<file path="src/rtl/wrs_pkg.sv">
// ---------------------------------------------------------------------------
// wrs_pkg
// Shared constants for the weighted random selector: field widths,
// operation codes and default sizing.
// ---------------------------------------------------------------------------
`default_nettype none

package wrs_pkg;

   // field widths of the transaction and register ports
   localparam int OP_BITS     = 1;
   localparam int INDEX_BITS  = 4;
   localparam int WVALUE_BITS = 16;
   localparam int RANDOM_BITS = 31;
   localparam int COUNT_BITS  = 5;

   // operation codes
   localparam logic [OP_BITS-1:0] OP_WRITE  = 1'b0;
   localparam logic [OP_BITS-1:0] OP_CHOOSE = 1'b1;

   // default sizing of the weight table
   localparam int DEFAULT_ENTRIES     = 16;
   localparam int DEFAULT_WEIGHT_BITS = 16;

endpackage : wrs_pkg

`default_nettype wire

</file>
<file path="src/rtl/weighted_random_selector.sv">
// ---------------------------------------------------------------------------
// weighted_random_selector
// Roulette-wheel selection over a table of per-entry weights held in a
// synchronous memory.
// ---------------------------------------------------------------------------
// Usage
//   A transaction is taken on the rising edge where start is high and busy
//   is low. req_op selects a weight write (entry req_entry_index gets
//   req_weight_value) or a choice driven by req_random_value.
//   A write completes at the accepting edge, gives no result and leaves
//   busy low, so a new transaction may follow in the next cycle.
//   A choice raises busy and runs three phases on the one table read port:
//     sum    - read the active weights and total them
//     reduce - restoring remainder of the random value, one bit a cycle
//     scan   - running sum until it exceeds the roll
//   With a zero total the reduce and scan phases are skipped.
//   How long a choice holds busy is set by the single read port and the
//   bit-serial reduction.
//   The result is shown on rsp_* for exactly one cycle, marked by rsp_valid;
//   the receiver cannot stall it. busy falls as the result appears.
//   csr_wr_en writes entry_count (clamped to ENTRIES on use); write it only
//   while idle.
//   Reset (synchronous) clears entry_count, all table valid bits (entries
//   read as zero until written) and the sequencer; no clearing pass is run.
// ---------------------------------------------------------------------------
`default_nettype none

module weighted_random_selector
   import wrs_pkg::*;
#(
   parameter int ENTRIES     = DEFAULT_ENTRIES,
   parameter int WEIGHT_BITS = DEFAULT_WEIGHT_BITS
) (
   input  wire logic                   clock,
   input  wire logic                   reset,
   // command channel
   input  wire logic                   start,
   output      logic                   busy,
   input  wire logic [OP_BITS-1:0]     req_op,
   input  wire logic [INDEX_BITS-1:0]  req_entry_index,
   input  wire logic [WVALUE_BITS-1:0] req_weight_value,
   input  wire logic [RANDOM_BITS-1:0] req_random_value,
   // result channel
   output      logic                   rsp_valid,
   output      logic [INDEX_BITS-1:0]  rsp_chosen_index,
   output      logic                   rsp_no_choice,
   // register port
   input  wire logic                   csr_wr_en,
   input  wire logic [COUNT_BITS-1:0]  csr_wr_data
);

   // widths derived from the table size
   localparam int ADDR_BITS = (ENTRIES > 1) ? $clog2(ENTRIES) : 1;
   localparam int ENT_BITS  = $clog2(ENTRIES + 1);
   localparam int CW        = (ENT_BITS > COUNT_BITS) ? ENT_BITS : COUNT_BITS;
   localparam int SUM_BITS  = WEIGHT_BITS + ENT_BITS;
   localparam int STEP_BITS = $clog2(RANDOM_BITS);
   localparam logic [CW-1:0]        ENTRIES_CW = CW'(ENTRIES);
   localparam logic [STEP_BITS-1:0] LAST_STEP  = STEP_BITS'(RANDOM_BITS - 1);

   // sequencer codes
   localparam logic [1:0] ST_IDLE   = 2'd0;
   localparam logic [1:0] ST_SUM    = 2'd1;
   localparam logic [1:0] ST_REDUCE = 2'd2;
   localparam logic [1:0] ST_SCAN   = 2'd3;

   // weight table and its valid bits
   logic [WEIGHT_BITS-1:0] table_mem [ENTRIES];
   logic [ENTRIES-1:0]     vld_ff, vld_in;

   // control registers
   logic [1:0]             state_ff, state_in;
   logic [COUNT_BITS-1:0]  csr_count_ff, csr_count_in;
   logic [CW-1:0]          count_ff, count_in;
   logic [CW-1:0]          issue_ff, issue_in;
   logic                   rd_vld_ff;
   logic [STEP_BITS-1:0]   step_ff, step_in;
   logic                   rsp_valid_ff, rsp_valid_in;

   // datapath registers
   logic [ADDR_BITS-1:0]   rd_idx_ff;
   logic [WEIGHT_BITS-1:0] rd_data_ff;
   logic [SUM_BITS-1:0]    total_ff, total_in;
   logic [SUM_BITS-1:0]    run_ff, run_in;
   logic [SUM_BITS-1:0]    rem_ff, rem_in;
   logic [RANDOM_BITS-1:0] dividend_ff, dividend_in;
   logic [INDEX_BITS-1:0]  rsp_index_ff, rsp_index_in;
   logic                   rsp_none_ff, rsp_none_in;

   // helpers
   logic                   accept;
   logic                   wr_en;
   logic [ADDR_BITS-1:0]   wr_addr;
   logic [WEIGHT_BITS-1:0] wr_data;
   logic                   rd_en;
   logic [ADDR_BITS-1:0]   rd_addr;
   logic [CW-1:0]          req_count;
   logic                   reads_done;
   logic [SUM_BITS:0]      trial;
   logic [SUM_BITS-1:0]    run_next;
   logic [ADDR_BITS+INDEX_BITS-1:0] wr_addr_wide;
   logic [ADDR_BITS+INDEX_BITS-1:0] hit_idx_wide;
   logic [WEIGHT_BITS+WVALUE_BITS-1:0] wr_data_wide;

   assign accept = start && (state_ff == ST_IDLE);
   assign busy   = (state_ff != ST_IDLE);

   // write address and data: zero-extend, then keep the table's own width
   assign wr_addr_wide = {{ADDR_BITS{1'b0}}, req_entry_index};
   assign wr_addr      = wr_addr_wide[ADDR_BITS-1:0];
   assign wr_data_wide = {{WEIGHT_BITS{1'b0}}, req_weight_value};
   assign wr_data      = wr_data_wide[WEIGHT_BITS-1:0];
   // writes beyond the table are dropped
   assign wr_en = accept && (req_op == OP_WRITE) && (CW'(req_entry_index) < ENTRIES_CW);

   // one read a cycle while entries remain in the sum and scan phases
   assign rd_en   = ((state_ff == ST_SUM) || (state_ff == ST_SCAN)) && (issue_ff < count_ff);
   assign rd_addr = issue_ff[ADDR_BITS-1:0];
   assign reads_done = (issue_ff == count_ff) && !rd_vld_ff;

   // clamp the programmed count to the table size
   assign req_count = (CW'(csr_count_ff) > ENTRIES_CW) ? ENTRIES_CW : CW'(csr_count_ff);

   // remainder step and running sum
   assign trial    = {rem_ff, dividend_ff[RANDOM_BITS-1]};
   assign run_next = run_ff + SUM_BITS'(rd_data_ff);
   assign hit_idx_wide = {{INDEX_BITS{1'b0}}, rd_idx_ff};

   always_comb begin
      state_in     = state_ff;
      csr_count_in = csr_count_ff;
      count_in     = count_ff;
      issue_in     = issue_ff;
      step_in      = step_ff;
      vld_in       = vld_ff;
      total_in     = total_ff;
      run_in       = run_ff;
      rem_in       = rem_ff;
      dividend_in  = dividend_ff;
      rsp_valid_in = 1'b0;
      rsp_index_in = rsp_index_ff;
      rsp_none_in  = rsp_none_ff;

      if (csr_wr_en) begin
         csr_count_in = csr_wr_data;
      end
      if (wr_en) begin
         vld_in[wr_addr] = 1'b1;
      end
      if (rd_en) begin
         issue_in = issue_ff + CW'(1);
      end

      unique case (state_ff)
         ST_IDLE: begin
            if (accept && (req_op == OP_CHOOSE)) begin
               state_in    = ST_SUM;
               count_in    = req_count;
               issue_in    = '0;
               total_in    = '0;
               dividend_in = req_random_value;
            end
         end
         ST_SUM: begin
            if (rd_vld_ff) begin
               total_in = total_ff + SUM_BITS'(rd_data_ff);
            end
            if (reads_done) begin
               if (total_ff == '0) begin
                  // nothing to draw from: report no choice at once
                  state_in     = ST_IDLE;
                  rsp_valid_in = 1'b1;
                  rsp_index_in = '0;
                  rsp_none_in  = 1'b1;
               end else begin
                  state_in = ST_REDUCE;
                  rem_in   = '0;
                  step_in  = '0;
               end
            end
         end
         ST_REDUCE: begin
            // restoring remainder, most significant dividend bit first
            if (trial >= {1'b0, total_ff}) begin
               rem_in = SUM_BITS'(trial - {1'b0, total_ff});
            end else begin
               rem_in = trial[SUM_BITS-1:0];
            end
            dividend_in = {dividend_ff[RANDOM_BITS-2:0], 1'b0};
            step_in     = step_ff + STEP_BITS'(1);
            if (step_ff == LAST_STEP) begin
               state_in = ST_SCAN;
               issue_in = '0;
               run_in   = '0;
            end
         end
         ST_SCAN: begin
            if (rd_vld_ff) begin
               run_in = run_next;
               if (rem_ff < run_next) begin
                  state_in     = ST_IDLE;
                  rsp_valid_in = 1'b1;
                  rsp_index_in = hit_idx_wide[INDEX_BITS-1:0];
                  rsp_none_in  = 1'b0;
               end
            end
            if (reads_done) begin
               state_in     = ST_IDLE;
               rsp_valid_in = 1'b1;
               rsp_index_in = '0;
               rsp_none_in  = 1'b1;
            end
         end
         default: begin
            state_in = ST_IDLE;
         end
      endcase
   end

   // table memory: one write port, one registered read port
   always_ff @(posedge clock) begin
      if (wr_en) begin
         table_mem[wr_addr] <= wr_data;
      end
      if (rd_en) begin
         rd_data_ff <= vld_ff[rd_addr] ? table_mem[rd_addr] : '0;
         rd_idx_ff  <= rd_addr;
      end
   end

   always_ff @(posedge clock) begin
      if (reset) begin
         state_ff     <= ST_IDLE;
         csr_count_ff <= '0;
         vld_ff       <= '0;
         rd_vld_ff    <= 1'b0;
         rsp_valid_ff <= 1'b0;
      end else begin
         state_ff     <= state_in;
         csr_count_ff <= csr_count_in;
         vld_ff       <= vld_in;
         rd_vld_ff    <= rd_en;
         rsp_valid_ff <= rsp_valid_in;
      end
   end

   always_ff @(posedge clock) begin
      count_ff     <= count_in;
      issue_ff     <= issue_in;
      step_ff      <= step_in;
      total_ff     <= total_in;
      run_ff       <= run_in;
      rem_ff       <= rem_in;
      dividend_ff  <= dividend_in;
      rsp_index_ff <= rsp_index_in;
      rsp_none_ff  <= rsp_none_in;
   end

   assign rsp_valid        = rsp_valid_ff;
   assign rsp_chosen_index = rsp_index_ff;
   assign rsp_no_choice    = rsp_none_ff;

`ifndef SYNTH
   // a result only follows a busy cycle of the sequencer
   a_rsp_after_busy: assert property (@(posedge clock) disable iff (reset)
      rsp_valid |-> $past(state_ff != ST_IDLE))
      else $error("result strobe without a running choice");

   // an accepted choice keeps the block busy in the next cycle
   a_choose_busy: assert property (@(posedge clock) disable iff (reset)
      (accept && (req_op == OP_CHOOSE)) |=> busy)
      else $error("choice accepted but block not busy");

   // partial remainder stays below the divisor
   a_rem_bound: assert property (@(posedge clock) disable iff (reset)
      ((state_ff == ST_REDUCE) && (step_ff != '0)) || (state_ff == ST_SCAN)
         |-> (rem_ff < total_ff))
      else $error("remainder out of range");

   // no choice reports index zero
   a_none_zero: assert property (@(posedge clock) disable iff (reset)
      (rsp_valid && rsp_no_choice) |-> (rsp_chosen_index == '0))
      else $error("no-choice result with nonzero index");
`endif

endmodule : weighted_random_selector

`default_nettype wire
</file>
<file path="config.mk">
export PLATFORM = sky130hd
export DESIGN_NAME = weighted_random_selector
export DESIGN_NICKNAME = d
export VERILOG_FILES = /design/src/rtl/wrs_pkg.sv /design/src/rtl/weighted_random_selector.sv
export SDC_FILE = /design/constraint.sdc
export NUM_CORES = 1
export LEC_CHECK = 0
export BUFFER_PORTS_ARGS = -buffer_cell sky130_fd_sc_hd__buf_2
export CORE_MARGIN = 10
export CORE_UTILIZATION = 56
export CTS_CLUSTER_SIZE = 10
export DETAILED_ROUTE_END_ITERATION = 8
export MAX_ROUTING_LAYER = met4
export PLACE_DENSITY = 0.79
export REMOVE_ABC_BUFFERS = 1
export SLEW_MARGIN = 30
export SYNTH_ARGS = -nofsm -noshare
export SYNTH_HDL_FRONTEND = slang
export SYNTH_SLANG_ARGS = --single-unit
</file>
<file path="constraint.sdc">
create_clock -name clock -period 4.55 [get_ports clock]
set_clock_uncertainty 0.15 [all_clocks]
set_input_delay 0.2275 -clock clock [delete_from_list [all_inputs] [get_ports clock]]
set_output_delay 0.2275 -clock clock [all_outputs]
set_load 0.05 [all_outputs]
</file>
After elaboration in Yosys (flattened, before gate mapping) --
Memories as Yosys holds them, arrays and structs flattened. A register that Yosys moved wholly into a read port is not among the register bits. Index checks and enable logic that the tools add are counted.
Operators by class: add/subtract/negate cells 5, multiply operators 0, div/mod/pow operators 0, $lt $le $gt $ge 7, equality and inequality tests 14, shifts and indexed selects 0, muxes and demuxes 51, bitwise gates (word level) 2, reductions and logical operators 24
Operator list (number):
- 2-to-1 mux 21 bit | 7
- case mux 21 bit (2 select lines) | 3
- case mux 31 bit (2 select lines) | 1
- adder 21 x 16 -> 21 bit | 2
- 2-to-1 mux 31 bit | 1
- 2-to-1 mux 5 bit | 5
- greater-or-equal comparator 22 x 21 -> 1 bit | 1
- logical NOT 21 bit | 1
- less-than comparator 21 bit | 1
- subtractor 21 bit | 1
- 2-to-1 mux 4 bit | 5
- case mux 5 bit (2 select lines) | 2
- bitwise OR 16 bit | 1
- 2-to-1 mux 1 bit | 14
- 2-to-1 mux 2 bit | 7
- nonzero test 2 bit | 6
- adder 5 x 1 -> 5 bit (second input constant) | 2
- less-than comparator 4 x 5 -> 1 bit (second input constant) | 2
- != test 2 bit (second input constant) | 5
- AND reduction 5 bit | 2
- AND reduction 3 bit | 3
- case mux 2 bit (4 select lines) | 1
- case mux 4 bit (2 select lines) | 1
- logical AND 1 bit | 6
- other kinds (18) | 23
Storage, ports and cells: register bits 143, latch bits 0, memory bits (writable) 256, memory bits (read-only) 0, input port bits 61, logic and storage cells 119, memories 1
Memory list:
- table_mem | depth 16, width 16, rd ports 1, clocked after memory_dff 1, write ports 1, line weighted_random_selector.sv:68 | logic [WEIGHT_BITS-1:0] table_mem [ENTRIES];

Depth between registers and ports, before layout --
Gate-level depths: netlist of the first run.
depth after elaboration 6, mapped depth 17, depth with buffers taken out 17

Least setup slack after synthesis of the first run --
Ideal clock, no wire load.
kind reg2reg, start point register issue_ff[0], end point register rem_ff[0] (enable), arrival 3.635 ns, data required time 3.951 ns, setup slack 0.316 ns, cell stages (with the launch flop) 10, cell sequence dfxtp_1 buf_2 buf_6 buf_6 buf_6 buf_4 inv_2 ha_1 nand2_1 o31ai_1
Between the ends: cells in the longest elaborated chain, start to end 4
RTL lines:
- start, declared | line weighted_random_selector.sv:75 | logic [CW-1:0] issue_ff, issue_in;
- start signal, assigned | line weighted_random_selector.sv:249 | issue_ff <= issue_in;
- == test 5 bit | line weighted_random_selector.sv:119 | assign reads_done = (issue_ff == count_ff) && !rd_vld_ff;
- logical AND 1 bit | line weighted_random_selector.sv:119
- != test 2 bit (no source line)
- AND reduction 3 bit (no source line)
- end signal, assigned | line weighted_random_selector.sv:253 | rem_ff <= rem_in;
- end, declared | line weighted_random_selector.sv:85 | logic [SUM_BITS-1:0] rem_ff, rem_in;
Every way passes these cells. A chain may end at the register's enable or synchronous reset.

Worst setup path after layout of the first run --
start point register rd_data_ff[7], read port of table_mem, end point register rsp_index_ff[3] (netlist: rsp_chosen_index[3]) (enable)
Between the ends: cells in the longest elaborated chain, start to end 4
RTL lines:
- start, declared | line weighted_random_selector.sv:82 | logic [WEIGHT_BITS-1:0] rd_data_ff;
- adder 21 x 16 -> 21 bit | line weighted_random_selector.sv:126 | assign run_next = run_ff + SUM_BITS'(rd_data_ff);
- less-than comparator 21 bit | line weighted_random_selector.sv:200 | if (rem_ff < run_next) begin
- != test 3 x 2 -> 1 bit (no source line)
- AND reduction 5 bit (no source line)
- end signal, assigned | line weighted_random_selector.sv:255 | rsp_index_ff <= rsp_index_in;
- end, declared | line weighted_random_selector.sv:87 | logic [INDEX_BITS-1:0] rsp_index_ff, rsp_index_in;
Every way passes these cells.

==> results of run 1 <==
state kept, by name, summed over array words and instances (netlist names), named ones only:
| signal | flops |
|---|---|
| csr_count_ff | 5 |
| table_mem | 256 |
| run_ff | 21 |
| rsp_chosen_index | 4 |
| rd_data_ff | 16 |
| rsp_no_choice | 1 |
| count_ff | 5 |
| rd_vld_ff | 1 |
| rsp_valid | 1 |
| vld_ff | 16 |
| rem_ff | 21 |
| state_ff | 1 |
| dividend_ff | 31 |
| rd_idx_ff | 4 |
| issue_ff | 5 |
| step_ff | 5 |
| total_ff | 21 |
cells by family after synthesis:
| group | Yosys count | synth area share |
|---|---|---|
| fa+ha+maj | 84 | 0.0541 |
| flops | 415 | 0.613 |
| compound gates | 239 | 0.0789 |
| simple gates | 469 | 0.109 |
| mux | 133 | 0.103 |
| xor+xnor | 37 | 0.0163 |
| buf+inv | 110 | 0.0260 |
metrics by stage:
stage / instance area [sq um] / hold slack, ns / total power, mW / std cells
4_1_cts: 22800 / 0.00382 / 9.58 / 2124
3_5_place_dp: 20800 / 0.314 / 6.09 / 1986
5_1_grt: 22900 / 0.0482 / 9.90 / 2126
2_1_floorplan: 19500 / 0.149 / 5.80 / 1427
3_3_place_gp: 20800 / 0.296 / 6.04 / 1986
6_report: 22900 / 0.0225 / 9.53 / 2126
area by class of cell:
type / count / area, sq um
fill: 2395 / 11800
tap: 455 / 569
clock buffer: 66 / 1280
multi-input combinational: 962 / 7300
timing repair buffer: 172 / 1290
inverter: 50 / 188
antenna: 2 / 5.00
clock inverter: 4 / 98.8
sequential: 415 / 12200
placed cells by master (no fill, tap or decap), types with 28 or more instances in the layout:
cell / count
buf_2: 67
nor2_1: 113
inv_1: 48
buf_4: 37
dlygate4sd3_1: 68
a21oi_1: 74
clkbuf_16: 48
mux2i_1: 70
dfxtp_1: 28
ha_1: 81
nand2_1: 180
edfxtp_1: 385
mux4_2: 56
critical path, delay by kind of cell (launching register included):
family	cells	cell delay (ns)
fa+ha+maj	2	0.69
simple gates	4	1.02
compound gates	7	1.61
flops	1	0.41
xor+xnor	1	0.17
layer usage:
| metal | track usage | part of all wire |
|---|---|---|
| met2 | 0.380 | 0.52 |
| met1 | 0.267 | 0.40 |
| met4 | 0.0777 | 0.030 |
| met5 | - | 0 |
| met3 | 0.0349 | 0.055 |
timing repair:
action,4_1_cts,5_1_grt
pin swaps,0,2
endpoints found under the hold margin,313,0
endpoints found under the setup margin,5,6
hold buffers,68,0
gates resized for setup,1,13
path summary, 6_finish.rpt:
path	from	to	slack [ns]	cells after the start
worst max-delay path	rd_data_ff[7]	rsp_chosen_index[3]	0.23	14
worst min-delay path	req_op	count_ff[2]	0.02	3
worst max register to register	rd_data_ff[7]	rsp_chosen_index[3]	0.23	14
worst min register to register	vld_ff[9]	vld_ff[9]	0.33	2
power by group through the flow:
stage	sequential, mW	combinational, mW	clock (mW)
floorplan	4.60	1.20	0
global placement	4.49	1.55	0
detailed placement	4.50	1.60	0
finish	4.42	1.68	3.44
global route	4.44	1.82	3.64
CTS	4.42	1.66	3.50
==> flow_summary_export.csv, run 1 <==
group,metric,value,unit
global_routing,grt_antenna_before_repair,2,
route,wl,47700,um
synthesis,synthTopCellsByArea,"edfxtp_1 58%, mux4_2 6.4%, ha_1 5.1%, mux2i_1 3.5%, nand2_1 3.4%",
synthesis,syn_inst,1487,
route,vias,12900,
floorplan,chipWidth,208,um
floorplan,start_util,0.572,
synthesis,synth_cell_types,80,
power,seqPwrFrac,0.463,
route,ant_nets,0,
synthesis,post-synth-top-area-cell,"edfxtp_1",
critical_path,worstPathArrival,4.50,ns
synthesis,ys_seq_elements,415,
synthesis,ys_seq_area_frac,0.613,
route,drtIter0Drc,1037,
layout,areaGrowthSynthToFinish,15.4,%
synthesis,ys_warn_count,0,
synthesis,syn_area_per_cell,13.3,sq um
clocking,clock_sinks,415,
global_routing,grt_max_degree,67,
critical_path,slowest_stage,"or4_1",
placed_design,globalplace.congestion,0.894,
synthesis,synth_edf_count,385,
critical_path,required,4.72,ns
layout,fin_util,0.660,
power,sw_frac_of_total,0.261,
layout,drive_above_1_share,0.168,
flow_run,drv_cap,0,
floorplan,die_y,208,um
synthesis,syn_area,19800,sq um
placed_design,pre_cts_ws,0.00294,ns
sta,worst_slack,0.226,ns
clocking,post_cts_buffers,0,
floorplan,coreArea,34700,sq um
layout,nets,1794,
clocking,htree_levels,2,
power,p_per_area,416,nW/um^2
placed_design,dp_hpwl,29900,um
status,status,"finished clean",
critical_path,path_cells,"ha_1 -> a21o_1 -> a21o_1 -> a2111o_1 -> a21oi_2 -> o31ai_1 -> xnor2_1 -> ha_1 -> nand4_1 -> or4_1 -> o31ai_4 -> o31a_1 -> nor2_2 -> and2_2",
sta,period_share,0.950,
floorplan,row_count,68,
route,drc_errors,0,
sta,hold_violations,0,
power,power.share.clock,0.361,
sta,finalSetupViolCount,0,
min_path,hp-class,"in -> reg",
synthesis,synthTopCellsByCount,"385 x edfxtp_1, 180 x nand2_1, 128 x nor2_1, 81 x ha_1, 80 x a21oi_1",
global_routing,grt_overflow,0,
synthesis,synth.most_common_cell,"edfxtp_1",
route,routedWlPerCell,22.4,um
sta,fmax,231,MHz
synthesis,synth_top_area_frac,0.583,
power,p_int,7.04,mW
critical_path,critPathMaxFanout,5,
floorplan,ios,68,
sta,slew_headroom,0.402,
clocking,cts-root-buf,"clkbuf_16",
sta,setup_tns,0,ns
sta,period_needed,4.32,ns
power,p_leak,8.31,nW
clocking,clock_latency,0.60,ns
clocking,cts_buffers,48,
power,p_comb_frac,0.176,
synthesis,async_flop_share,0,
clocking,clk_pin_slew_worst_paths,0.06,ns
critical_path,crit_path_start_kind,"flip-flop",
global_routing,grt_pass1_vias,13200,
floorplan,dieArea,43400,sq um
critical_path,critical_path_class,"reg -> reg",
global_routing,grt_use_total,0.224,
sta,worstMarginPinSlew,0.896,ns
clocking,cts_tree,"yes",
critical_path,cp-end-kind,"flip-flop",
placed_design,port_buffers,67,
synthesis,synth_ff_type,"edfxtp_1",
global_routing,grt_pass1_wl,75000,um
power,peakVddDrop,0.530,mV
sta,slew_violations,0,
route,first_pass_iters,6,
clocking,max-clock-path-buffers,3,
route,vias_per_cell,6.08,
critical_path,slowest_delay,0.60,ns
power,p_switching,2.49,mW
Note: power is estimated with default switching activity, not from simulation.
==> run 2: changes to the inputs <==
--- a/config.mk
+++ b/config.mk
@@ -7,11 +7,12 @@
 export LEC_CHECK = 0
 export BUFFER_PORTS_ARGS = -buffer_cell sky130_fd_sc_hd__buf_2
 export CORE_MARGIN = 10
-export CORE_UTILIZATION = 56
+export CORE_UTILIZATION = 58
+export CTS_BUF_LIST = sky130_fd_sc_hd__clkbuf_2 sky130_fd_sc_hd__clkbuf_4 sky130_fd_sc_hd__clkbuf_8
 export CTS_CLUSTER_SIZE = 10
 export DETAILED_ROUTE_END_ITERATION = 8
 export MAX_ROUTING_LAYER = met4
-export PLACE_DENSITY = 0.79
+export PLACE_DENSITY = 0.81
 export REMOVE_ABC_BUFFERS = 1
 export SLEW_MARGIN = 30
 export SYNTH_ARGS = -nofsm -noshare
==> run 2 against run 1 <==
Clock-buffer cell count increased by 20. Power decreased by 2.5%. Final cell count increased by 1.7%. Maximum frequency decreased by 0.87%. Hold slack improved by 0.085 ns. Clock power decreased by 7.0%. Via count increased by 1.5%. First-iteration DRC count increased by 2.3%. Global-route usage increased by 1.5 points. Wire length increased by 0.88%. Critical path depth increased by 1. Critical path type unchanged. Highest routed layer unchanged.
==> flow_summary_export.csv, run 2 (same netlist as run 1, synthesis figures left out) <==
group,metric,value,unit
critical_path,crit_path_start_kind,"flip-flop",
global_routing,grt_pass1_vias,13400,
placed_design,globalplace.congestion,0.888,
clocking,cts-root-buf,"clkbuf_8",
placed_design,dp_hpwl,30600,um
clocking,htree_levels,3,
floorplan,ios,68,
power,peakVddDrop,0.423,mV
clocking,clk_pin_slew_worst_paths,0.06,ns
clocking,clock_latency,0.62,ns
power,p_leak,8.31,nW
layout,regMostFlops,"table_mem",
global_routing,grt_pass1_wl,75500,um
sta,hold_violations,0,
sta,period_share,0.959,
placed_design,dp.cells,1977,
layout,stdcell_area,22800,sq um
critical_path,r2r_start,"rd_data_ff[0]",
floorplan,start_util,0.590,
route,routedWlPerCell,22.3,um
sta,slew_violations,0,
clocking,cts_buffers,68,
layout,fin_util,0.678,
clocking,max-clock-path-buffers,3,
floorplan,dieArea,42000,sq um
clocking,cts_tree,"yes",
clocking,post_cts_buffers,0,
min_path,hp-start,"req_op",
sta,period_needed,4.36,ns
global_routing,grt_antenna_before_repair,3,
critical_path,slowest_stage,"or4_1",
layout,areaGrowthSynthToFinish,14.8,%
layout,layout_common_cells,"385 x edfxtp_1, 180 x nand2_1, 113 x nor2_1",
route,vias,13100,
status,status,"finished clean",
floorplan,chipWidth,205,um
sta,setup_tns,0,ns
critical_path,worstPathArrival,4.58,ns
layout,top_regs,"table_mem x256, dividend_ff x31",
flow_run,drv_cap,0,
placed_design,dpl_cell_area,20800,sq um
sta,rsz0062_at_grt,"false",
critical_path,slowest_delay,0.56,ns
min_path,hp-class,"in -> reg",
critical_path,required,4.77,ns
layout,final_common_cell,"edfxtp_1",
route,wl,48100,um
critical_path,path_cells,"ha_1 -> fa_1 -> a21o_1 -> a21oi_2 -> o21ai_1 -> a21oi_2 -> o31ai_1 -> xnor2_1 -> ha_1 -> nand4_1 -> or4_1 -> o31ai_2 -> o21a_1 -> nor2_2 -> and2_2",
route,drtIter0Drc,1061,
global_routing,grt_max_degree,67,
critical_path,critPathMaxFanout,5,
sta,finalSetupViolCount,0,
route,drc_errors,0,
layout,drive_above_1_share,0.193,
clocking,clock_sinks,415,
critical_path,path_delay_family,"compound AO/OA/AOI/OAI gates",
power,p_per_area,408,nW/um^2
critical_path,crit_buf_inv,0,
layout,largest_reg_flops,256,
sta,slew_headroom,0.378,
layout,final_cell_count_no_fill,2162,
route,ant_nets,0,
floorplan,row_count,67,
sta,fmax,229,MHz
layout,nets,1809,
sta,worstMarginPinSlew,0.931,ns
placed_design,port_buffers,67,
floorplan,coreArea,33600,sq um
global_routing,grt_overflow,0,
critical_path,cp-end-kind,"flip-flop",
critical_path,critical_path_class,"reg -> reg",
route,first_pass_iters,5,
sta,hold_slack,0.108,ns
global_routing,grt_use_total,0.239,
route,vias_per_cell,6.07,
floorplan,die_y,205,um
critical_path,critPathLaunch,"rd_data_ff[0]",
[run 2: power breakdown]
part	total (mW)	internal [mW]	switching (mW)
logic	1.69	0.813	0.882
registers	4.40	4.27	0.134
clock network	3.20	1.69	1.51
[run 2: final timing paths]
path | end | slack (ns) | depth (start not counted)
worst max-delay path | rsp_chosen_index[1] | 0.19 | 15
worst min-delay path | issue_ff[1] | 0.11 | 5
worst max register to register | rsp_chosen_index[1] | 0.19 | 15
worst min register to register | vld_ff[0] | 0.32 | 2
[run 2: worst reg2reg max path: stages, from the launching register on]
cell	delay, ns
edfxtp_1	0.41
ha_1	0.25
fa_1	0.40
a21o_1	0.19
a21oi_2	0.20
o21ai_1	0.13
a21oi_2	0.22
o31ai_1	0.12
xnor2_1	0.17
ha_1	0.31
nand4_1	0.11
or4_1	0.56
o31ai_2	0.31
o21a_1	0.24
nor2_2	0.08
and2_2	0.24
[run 2: final cells by class]
type                    instances  area (sq um)
well taps                     448           561
flip-flops and latches        415         12200
clock inverters                31           224
repair buffers                167          1250
fillers                      2248         10800
diodes                          3          7.51
inverters                      50           188
multi-input cells             962          7300
clock buffers                  86          1080
[run 2: repair_timing]
action	in CTS	in global routing
setup endpoints to repair	5	6
hold buffers	65	0
endpoints found under the hold margin	314	0
gates resized for setup	1	11
[run 2: per-stage QoR]
step / worst slack [ns] / total power [mW]
after floorplan: -1.91 / 5.80
after global placement: 0.153 / 6.05
after detailed placement: -0.00519 / 6.10
after CTS: 0.0289 / 9.30
after global routing: 0.0228 / 9.67
final: 0.188 / 9.30
[run 2: routing by layer]
| layer | routed length [um] | track usage |
|---|---|---|
| met4 | 1810 | 0.112 |
| met3 | 3070 | 0.0406 |
| met1 | 18400 | 0.274 |
| met5 | 0 | - |
| met2 | 24900 | 0.403 |
